<file path="src/hdl/i2cmru_pkg.sv">
`default_nettype none
// ---------------------------------------------------------------------------
// i2cmru_pkg
// Shared types and constants of the I2C master register unit.
// ---------------------------------------------------------------------------
package i2cmru_pkg;

  // transaction kinds on the input channel
  typedef enum logic [1:0] {
    MODE_READ     = 2'd0,
    MODE_WRITE    = 2'd1,
    MODE_TX_EMPTY = 2'd2,
    MODE_RX_FULL  = 2'd3
  } mode_e;

  // completion event requested from the timing queue
  typedef enum logic [1:0] {
    EV_NONE    = 2'd0,
    EV_TX_DONE = 2'd1,
    EV_RX_DONE = 2'd2
  } event_e;

  // register map
  localparam logic [15:0] OFF_IBMR = 16'h1680;
  localparam logic [15:0] OFF_IDBR = 16'h1688;
  localparam logic [15:0] OFF_ICR  = 16'h1690;
  localparam logic [15:0] OFF_ISR  = 16'h1698;
  localparam logic [15:0] OFF_ISAR = 16'h16A0;

  // control register bits
  localparam int unsigned CTL_START = 0;
  localparam int unsigned CTL_STOP  = 1;
  localparam int unsigned CTL_XFER  = 3;
  localparam int unsigned CTL_ENA   = 6;
  localparam int unsigned CTL_TXIE  = 8;
  localparam int unsigned CTL_RXIE  = 9;

  // status register bits
  localparam int unsigned STS_RW   = 0;
  localparam int unsigned STS_BUSY = 2;
  localparam int unsigned STS_TXE  = 6;
  localparam int unsigned STS_RXF  = 7;

  // write-one-to-clear field of the status register
  localparam logic [15:0] STS_W1C_MASK = 16'h07F0;

  // one result transaction
  typedef struct packed {
    logic [15:0] read_data;
    logic        irq;
    logic        send_start;
    logic        send_byte;
    logic [7:0]  byte_out;
    logic        receive_byte;
    logic        send_stop;
    event_e      schedule_event;
  } result_t;

endpackage : i2cmru_pkg
`default_nettype wire

</file>
<file path="src/hdl/i2c_master_register_unit.sv">
`default_nettype none
// ---------------------------------------------------------------------------
// i2c_master_register_unit
// Register front end of an I2C master: data, control, status and own-address
// registers, interrupt level and bus command outputs for each transaction.
// ---------------------------------------------------------------------------
//
//  channel | direction | handshake               | payload
//  --------+-----------+-------------------------+------------------------------
//  in      | input     | in_valid_i / in_stall_o | mode, reg_offset, write_value,
//          |           |                         | rx_byte, bus_lines
//  out     | output    | out_valid_o/out_stall_i | read_data, irq, send_start,
//          |           |                         | send_byte, byte_out,
//          |           |                         | receive_byte, send_stop,
//          |           |                         | schedule_event
//
// One transaction per clock cycle while in_stall_o is low: register state
// updates on the accepting edge, where the result is registered into the output
// register, or into a one-entry skid register behind it while a result is
// stalled; the skid register keeps the input side open for one more
// transaction, and in_stall_o rises only when both hold results.
// Reset clears the architectural registers and the valid flags of both result slots.
//
module i2c_master_register_unit
  import i2cmru_pkg::*;
(
  input  wire logic        clk_i,
  input  wire logic        rst_ni,
  // input channel
  input  wire logic        in_valid_i,
  output logic             in_stall_o,
  input  wire logic [1:0]  mode_i,
  input  wire logic [15:0] reg_offset_i,
  input  wire logic [15:0] write_value_i,
  input  wire logic [7:0]  rx_byte_i,
  input  wire logic [1:0]  bus_lines_i,
  // output channel
  output logic             out_valid_o,
  input  wire logic        out_stall_i,
  output logic [15:0]      read_data_o,
  output logic             irq_o,
  output logic             send_start_o,
  output logic             send_byte_o,
  output logic [7:0]       byte_out_o,
  output logic             receive_byte_o,
  output logic             send_stop_o,
  output logic [1:0]       schedule_event_o
);

  // architectural registers
  logic [7:0]  data_buffer_q, data_buffer_d;
  logic [15:0] control_q, control_d;
  logic [15:0] status_q, status_d;
  logic [6:0]  own_addr_q, own_addr_d;
  logic        irq_q, irq_d;

  // result slots
  logic        out_valid_q, skid_valid_q;
  result_t     out_q, skid_q;
  result_t     res;

  logic        in_take, out_take;
  mode_e       mode;

  assign mode     = mode_e'(mode_i);
  assign in_take  = in_valid_i && !skid_valid_q;
  assign out_take = out_valid_q && !out_stall_i;

  // next-state and result logic for one transaction
  always_comb begin
    data_buffer_d = data_buffer_q;
    control_d     = control_q;
    status_d      = status_q;
    own_addr_d    = own_addr_q;
    irq_d         = irq_q;
    res           = '0;
    res.schedule_event = EV_NONE;

    unique case (mode)
      MODE_READ: begin
        unique case (reg_offset_i)
          OFF_IBMR: res.read_data = {14'd0, bus_lines_i};
          OFF_IDBR: res.read_data = {8'd0, data_buffer_q};
          OFF_ICR:  res.read_data = control_q;
          OFF_ISR:  res.read_data = status_q;
          OFF_ISAR: res.read_data = {9'd0, own_addr_q};
          default:  res.read_data = '0;
        endcase
      end
      MODE_WRITE: begin
        unique case (reg_offset_i)
          OFF_IDBR: data_buffer_d = write_value_i[7:0];
          OFF_ICR: begin
            // commands only when enabled and no byte transfer pending
            if (!control_q[CTL_XFER] && write_value_i[CTL_ENA]) begin
              if (write_value_i[CTL_START]) begin
                res.send_start     = 1'b1;
                status_d[STS_BUSY] = 1'b1;
                status_d[STS_RW]   = status_q[STS_RW] | data_buffer_q[0];
              end
              if (write_value_i[CTL_XFER]) begin
                if (status_q[STS_RW] && !write_value_i[CTL_START]) begin
                  data_buffer_d      = rx_byte_i;
                  res.receive_byte   = 1'b1;
                  res.schedule_event = EV_RX_DONE;
                end else begin
                  res.send_byte      = 1'b1;
                  res.byte_out       = data_buffer_q;
                  res.schedule_event = EV_TX_DONE;
                end
              end
              res.send_stop = write_value_i[CTL_STOP];
            end
            control_d = write_value_i;
            control_d[CTL_XFER] = write_value_i[CTL_XFER] | control_q[CTL_XFER];
          end
          OFF_ISR: begin
            status_d = status_q & ~(write_value_i & STS_W1C_MASK);
            irq_d = (control_q[CTL_TXIE] && status_d[STS_TXE]) ||
                    (control_q[CTL_RXIE] && status_d[STS_RXF]);
          end
          OFF_ISAR: own_addr_d = write_value_i[6:0];
          default: ;
        endcase
      end
      MODE_TX_EMPTY, MODE_RX_FULL: begin
        // transfer complete from the timing queue
        control_d[CTL_XFER] = 1'b0;
        if (mode == MODE_TX_EMPTY) begin
          status_d[STS_TXE] = 1'b1;
        end else begin
          status_d[STS_RXF] = 1'b1;
        end
        if (control_q[CTL_STOP]) begin
          status_d[STS_RW]   = 1'b0;
          status_d[STS_BUSY] = 1'b0;
        end
        irq_d = (control_d[CTL_TXIE] && status_d[STS_TXE]) ||
                (control_d[CTL_RXIE] && status_d[STS_RXF]);
      end
      default: ;
    endcase

    res.irq = irq_d;
  end

  // register state
  always_ff @(posedge clk_i or negedge rst_ni) begin
    if (!rst_ni) begin
      data_buffer_q <= '0;
      control_q     <= '0;
      status_q      <= '0;
      own_addr_q    <= '0;
      irq_q         <= 1'b0;
    end else if (in_take) begin
      data_buffer_q <= data_buffer_d;
      control_q     <= control_d;
      status_q      <= status_d;
      own_addr_q    <= own_addr_d;
      irq_q         <= irq_d;
    end
  end

  // output register and skid slot
  always_ff @(posedge clk_i or negedge rst_ni) begin
    if (!rst_ni) begin
      out_valid_q  <= 1'b0;
      skid_valid_q <= 1'b0;
    end else begin
      if (in_take) begin
        if (!out_valid_q || out_take) begin
          out_valid_q <= 1'b1;
        end else begin
          skid_valid_q <= 1'b1;
        end
      end else if (out_take) begin
        if (skid_valid_q) begin
          skid_valid_q <= 1'b0;
        end else begin
          out_valid_q <= 1'b0;
        end
      end
    end
  end

  // result payload, no reset needed
  always_ff @(posedge clk_i) begin
    if (in_take) begin
      if (!out_valid_q || out_take) begin
        out_q <= res;
      end else begin
        skid_q <= res;
      end
    end else if (out_take && skid_valid_q) begin
      out_q <= skid_q;
    end
  end

  assign in_stall_o       = skid_valid_q;
  assign out_valid_o      = out_valid_q;
  assign read_data_o      = out_q.read_data;
  assign irq_o            = out_q.irq;
  assign send_start_o     = out_q.send_start;
  assign send_byte_o      = out_q.send_byte;
  assign byte_out_o       = out_q.byte_out;
  assign receive_byte_o   = out_q.receive_byte;
  assign send_stop_o      = out_q.send_stop;
  assign schedule_event_o = out_q.schedule_event;

`ifndef SYNTHESIS
  // skid slot is only filled behind a held output
  a_skid_behind_out: assert property (@(posedge clk_i) disable iff (!rst_ni)
    skid_valid_q |-> out_valid_q)
    else $error("skid slot holds a result while output register is empty");

  // a drained skid result moves into the output register
  a_skid_drain: assert property (@(posedge clk_i) disable iff (!rst_ni)
    (skid_valid_q && !out_stall_i) |=> (out_valid_q && !skid_valid_q))
    else $error("skid result not moved to output register");

  // byte output is zero unless a byte is sent
  a_byte_out_zero: assert property (@(posedge clk_i) disable iff (!rst_ni)
    (out_valid_q && !out_q.send_byte) |-> (out_q.byte_out == 8'd0))
    else $error("byte_out set without send_byte");

  // send and receive never in the same result, event code matches
  a_event_match: assert property (@(posedge clk_i) disable iff (!rst_ni)
    out_valid_q |-> (!(out_q.send_byte && out_q.receive_byte) &&
                     ((out_q.schedule_event == EV_RX_DONE) == out_q.receive_byte) &&
                     ((out_q.schedule_event == EV_TX_DONE) == out_q.send_byte)))
    else $error("scheduled event does not match the byte command");
`endif

endmodule : i2c_master_register_unit
`default_nettype wire
</file>
<file path="config.mk">
export PLATFORM = sky130hd
export DESIGN_NAME = i2c_master_register_unit
export DESIGN_NICKNAME = d
export VERILOG_FILES = /design/src/hdl/i2cmru_pkg.sv /design/src/hdl/i2c_master_register_unit.sv
export SDC_FILE = /design/constraint.sdc
export NUM_CORES = 1
export LEC_CHECK = 0
export BUFFER_PORTS_ARGS = -buffer_cell sky130_fd_sc_hd__buf_2
export CAP_MARGIN = 20
export CORE_ASPECT_RATIO = 1.1
export CORE_MARGIN = 3
export CORE_UTILIZATION = 25
export CTS_CLUSTER_DIAMETER = 40
export DETAILED_ROUTE_END_ITERATION = 8
export HOLD_SLACK_MARGIN = 0.03
export SYNTH_ARGS = -nofsm -noshare
export SYNTH_HDL_FRONTEND = slang
export SYNTH_SLANG_ARGS = --single-unit
export TNS_END_PERCENT = 1
</file>
<file path="constraint.sdc">
create_clock -name clk_i -period 4.32 [get_ports clk_i]
set_input_delay 0 -clock clk_i [delete_from_list [all_inputs] [get_ports clk_i]]
set_output_delay 0 -clock clk_i [all_outputs]
set_load 0.1 [all_outputs]
</file>
Yosys cells after proc, flatten, opt, wreduce, memory -nomap -nowiden
Index checks and enable logic that the tools add are counted.
{"block": "classes", "eq_ne": 20, "n_mux": 44, "bitwise": 5, "reduce_logical": 34}
{"cell": "$mux 31", "n": 3}
{"cell": "$eq 16x13->1 const B", "n": 5}
{"cell": "$pmux 16 s5", "n": 1}
{"cell": "$mux 14", "n": 3}
{"cell": "$mux 8", "n": 3}
{"cell": "$mux 1", "n": 19}
{"cell": "$reduce_and 3->1", "n": 6}
{"cell": "$and 16x16->16", "n": 1}
{"cell": "$mux 16", "n": 1}
{"cell": "$not 11->16", "n": 1}
{"cell": "$pmux 8 s2", "n": 1}
{"cell": "$pmux 1 s2", "n": 6}
{"cell": "$reduce_and 6->1", "n": 2}
{"cell": "$mux 10", "n": 1}
{"cell": "$ne 2x2->1 const B", "n": 5}
{"cell": "$logic_and 1x1->1", "n": 9}
{"cell": "$mux 9", "n": 1}
{"cell": "$ne 2x1->1 const B", "n": 4}
{"cell": "$reduce_bool 2->1", "n": 4}
{"cell": "$ne 3x3->1 const B", "n": 2}
{"cell": "$reduce_and 2->1", "n": 3}
{"cell": "$logic_not 1->1", "n": 5}
{"cell": "$mux 5", "n": 1}
{"cell": "$eq 2x2->1 const B", "n": 2}
{"cell": "10 further kinds", "n": 14}
{"block": "word_totals", "ff_bits": 112, "input_bits": 48, "out_inout_bits": 33, "wordCells": 129}

Logic depth before layout (Yosys ltp)
{"block": "logic_depth", "word_depth": 9, "depth_mapped": 7, "ltp_nobuf": 5}

Least setup slack after synthesis
Ideal clock, no wire load.
{"block": "synth_timing", "path_type": "flip-flop to flip-flop", "start": "register skid_valid_q, in the netlist in_stall_o", "end": "register out_q, in the netlist byte_out_o[0], enable pin", "t_arrival_ps": 3188, "setup_slack_ps": 707, "stages_incl_launch_ff": 6, "path_buffers": 2, "cell_sequence": "dfrtp_1 > nor2b_1 > buf_2 > clkbuf_1 > a21oi_1 > a21oi_1"}
{"block": "synth_between", "elab_chain_cells": 4, "word_cells_on_any_way": 6, "cone_classes": "1 x eq/ne; 5 x reduce/logical"}
{"element": "start: declaration", "line": "i2c_master_register_unit.sv:58", "text": "logic out_valid_q, skid_valid_q;"}
{"element": "start signal: assignment", "line": "i2c_master_register_unit.sv:168", "text": "skid_valid_q <= 1'b0;"}
{"element": "start signal: assignment", "line": "i2c_master_register_unit.sv:174", "text": "skid_valid_q <= 1'b1;"}
{"element": "start signal: assignment", "line": "i2c_master_register_unit.sv:178", "text": "skid_valid_q <= 1'b0;"}
{"element": "$logic_not 1->1", "line": "i2c_master_register_unit.sv:66", "text": "assign in_take = in_valid_i && !skid_valid_q;"}
{"element": "$logic_and 1x1->1", "line": "i2c_master_register_unit.sv:66"}
{"element": "$ne 2x1->1 (no line) or $reduce_bool 2->1 (tied branches)"}
{"element": "$reduce_and 2->1 (no line) (*)"}
{"element": "end signal: assignment", "line": "i2c_master_register_unit.sv:190", "text": "out_q <= res;"}
{"element": "end signal: assignment", "line": "i2c_master_register_unit.sv:195", "text": "out_q <= skid_q;"}
{"element": "end: declaration", "line": "i2c_master_register_unit.sv:59", "text": "result_t out_q, skid_q;"}
Mark *: on every way between the ends. The rest lies on a longest branch, timed or not.
A chain may end at the register's enable or synchronous reset.

Worst setup path after layout
{"block": "layout_timing", "start": "register skid_valid_q, in the netlist in_stall_o", "end": "register data_buffer_q[0]"}
{"block": "layout_between", "elab_chain_cells": 3}
{"element": "$logic_not 1->1", "line": "i2c_master_register_unit.sv:66"}
{"element": "$logic_and 1x1->1", "line": "i2c_master_register_unit.sv:66"}
{"element": "$reduce_and 6->1 (no line)"}
{"element": "end signal: assignment", "line": "i2c_master_register_unit.sv:156", "text": "data_buffer_q <= data_buffer_d;"}
{"element": "end: declaration", "line": "i2c_master_register_unit.sv:51", "text": "logic [7:0] data_buffer_q, data_buffer_d;"}
No other way between the ends.

==> summary.txt <==
Global route
  • GRT overflow: 0
  • Vias in the first global route: 3,405
  • Initial antenna violation count: 1
  • First-pass GRT wire length: 18,300 microns
  • Largest net degree at the start of global routing: 44
  • GRT Overall Usage: 11.7%

Layout
  • Diodes inserted: 0
  • Layout net count: 514
  • Register area: 2820 sq um
  • Layout area overhead: 26.0%
  • Fill count: 1,792
  • Area of the multi-input gates: 1630 sq um
  • Layout cells sized above 1: 29.9%

Die
  • Core Rows: 51
  • Die width: 135 microns
  • Die area: 20,000 sq um
  • IO Pins: 81
  • Die Height: 148 microns
  • Initial core utilization: 25.7%
  • Core ar.: 17,800 sq um

Clocking
  • H-tree level count: 3
  • CTS tree: built
  • CTS clk-pin slew, worst paths: 0.07 ns
  • CTS Sinks: 101
  • Clk root buf: clkbuf_16
  • Cts bufs inserted: 9
  • Worst skew pair latency: 0.35 ns
  • Clock Path Buffers: 2
  • Setup Fix Bufs, Post-CTS: 0
  • PostCTS Resize Cnt: 0

Power
  • Leakage: 0.00233 uW
  • P per Cell Area: 572 nW/um^2
  • VDD IR-drop max: 0.265 mV

Critical path
  • Critical path's top delay family: simple AND/OR/NAND/NOR gates
  • Setup Crit Path Kind: flop to flop
  • Worst Path Arrival: 3.07 ns
  • CP endpoint kind: flop
  • Slowest library cell on the worst path: nor2_2
  • CP peak stage delay: 0.78 ns
  • Max FO, Critical Path: 18
  • Worst path cell trace: nor4bb_1, nand3_1, nor2_2, nand2_1, o21a_1
  • Worst path buffer plus inverter count: 0
  • Critical path data required time: 4.56 ns
  • Critical path launch point type: flop

STA
  • Fin crit share: 65.6%
  • Max Transition Viols Final: 0
  • Final hold vios: 0
  • Fmax: 353 MHz
  • Rel. slew slack: 34.4%
  • RSZ-0062 raised after global routing: false
  • TNS Setup: 0 ns
  • Minimum clock period: 2.84 ns
  • WHS: 0.0426 ns
  • Final setup vio count: 0
  • Post-Route Skew: 0.00597 ns
  • Worst Tran Pin Value: 0.983 ns

Routing
  • Drt wl/cell: 16.0 microns
  • Post-DRT Antenna Nets: 0
  • Drt first-iter violations: 244
  • Via count: 3,290
  • Initial DRT Pass Iterations: 4
  • Via/cell ratio: 4.64
  • Routed Wire Length: 11,300 microns
  • Drt drc: 0

Yosys
  • Largest cells by area after synthesis: edfxtp_1 (38%), dfrtp_1 (24%), mux2_2 (8.6%)
  • Synth top cells by count: edfxtp_1 (58), dfrtp_1 (43), mux2_2 (35)
  • Sequential-to-total area share from yosys stat: 61.6%
  • Syn Area/Cell: 12.5 sq um
  • YS warnings: 0
  • Post-synth EDFFs: 58
  • Yosys top cell area share: 38.1%
  • Area leader, netlist: edfxtp_1
  • Mapped Nets: 413
  • Top FF cell, synth: edfxtp_1
  • FF+latch count, synth: 101
  • Cell with the most instances after synthesis: edfxtp_1
  • Synth cell types: 52
  • Ys async rst share: 42.6%
  • Gate Count Post-Synth: 365
  • Cell Area, Synth: 4570 sq um

Outcome
  • Status: finished, final reports clean

Place
  • GP Congestion: 0.897
  • # port buffers: 80
  • Dpl hpwl: 8500 microns

Job
  • Max Cap Viol: 0

Hold path
  • Hold Path Class: input port to flop
## cells by family after synthesis
| logic type | Yosys count | share of synthesized area [%] |
|---|---|---|
| muxes | 40 | 9.71 |
| buffers and inverters | 30 | 2.93 |
| and+or+nand+nor | 112 | 13.7 |
| AOI/OAI and AO/OA | 82 | 12.0 |
| DFF | 101 | 61.6 |
## state kept, by name, indices dropped and copies added, names as in the netlist, 7 cells and up
register	flops
read_data_o	16
status_q	9
control_q	16
skid_q	29
byte_out_o	8
own_addr_q	7
data_buffer_q	8
## final timing paths
check | start | to | slack [ns] | cells after the start
max | in_stall_o$_DFFE_PN0P_ | data_buffer_q[0]$_DFFE_PN0P_ | 1.48 | 5
min | write_value_i[0] | own_addr_q[0]$_DFFE_PN0P_ | 0.04 | 2
max reg2reg | in_stall_o$_DFFE_PN0P_ | data_buffer_q[0]$_DFFE_PN0P_ | 1.48 | 5
min reg2reg | control_q[14]$_DFFE_PN0P_ | control_q[14]$_DFFE_PN0P_ | 0.50 | 1
max in group asynchronous | rst_ni | status_q[7]$_DFFE_PN0P_ | 3.35 | 2
min in group asynchronous | rst_ni | own_addr_q[0]$_DFFE_PN0P_ | 0.35 | 2
## metal layers
| metal | vias up | part of all wire, % | track usage (%) |
|---|---|---|---|
| met3 | 24 | 5.7 | 3.27 |
| met4 | 2 | 3.3 | 5.70 |
| li1 | 1567 | - | - |
| met1 | 1600 | 44 | 14.5 |
| met5 | - | 0.11 | 0 |
| met2 | 97 | 47 | 18.7 |
## through the flow
step / std cells / utilization [%] / setup WS (ns) / cell area (sq um) / total power [uW]
after floorplan: 365 / - / 0.707 / 4570 / 2310
after global placement: 666 / 29.2 / 1.68 / 5200 / 2510
after detailed placement: 666 / 29.2 / 1.52 / 5200 / 2530
after CTS: 709 / 32.4 / 1.51 / 5760 / 3330
after global routing: 709 / 32.4 / 1.23 / 5760 / 3420
final: 709 / 32.4 / 1.48 / 5760 / 3290
## cells in the final DEF, fill, tap and decap left out, types with 2 or more instances in the layout
master,n
a21boi_0,6
a21o_1,2
a21oi_1,16
a222oi_1,3
a22oi_1,3
a31oi_1,4
a32o_1,2
and2_1,8
and3_1,2
buf_2,80
buf_4,3
clkbuf_16,9
clkbuf_8,2
clkinv_4,2
dfrtp_1,43
dlygate4sd3_1,27
edfxtp_1,58
inv_1,10
mux2_2,35
mux2i_1,5
nand2_1,30
nand2b_1,2
nand3_1,4
nand3b_1,3
nand4_1,2
nor2_1,20
nor2b_1,6
nor3_1,13
nor3b_1,2
nor4_1,8
nor4bb_1,2
o21a_1,9
o21ai_0,12
o21ai_1,5
o31ai_1,8
## layout make-up
type	count	share of cell area [%]
Clock buffer	12	4.45
Sequential cell	101	48.9
Multi-Input combinational cell	234	28.3
Clock inverter	4	0.543
Tap cell	238	5.17
Inverter	10	0.651
Timing Repair Buffer	110	12.0
## timing repair
| action | CTS | global route |
|---|---|---|
| hold buffers | 27 | 0 |
| endpoints found under the setup margin | 0 | 0 |
| endpoints found under the hold margin | 79 | 0 |
## where the power goes
group	internal, uW	switching [uW]	total [uW]
combinational	194	1060	1260
clock	426	350	776
sequential	1210	51.9	1260
total	1830	1470	3290
Power figures use the tool's default switching activity.
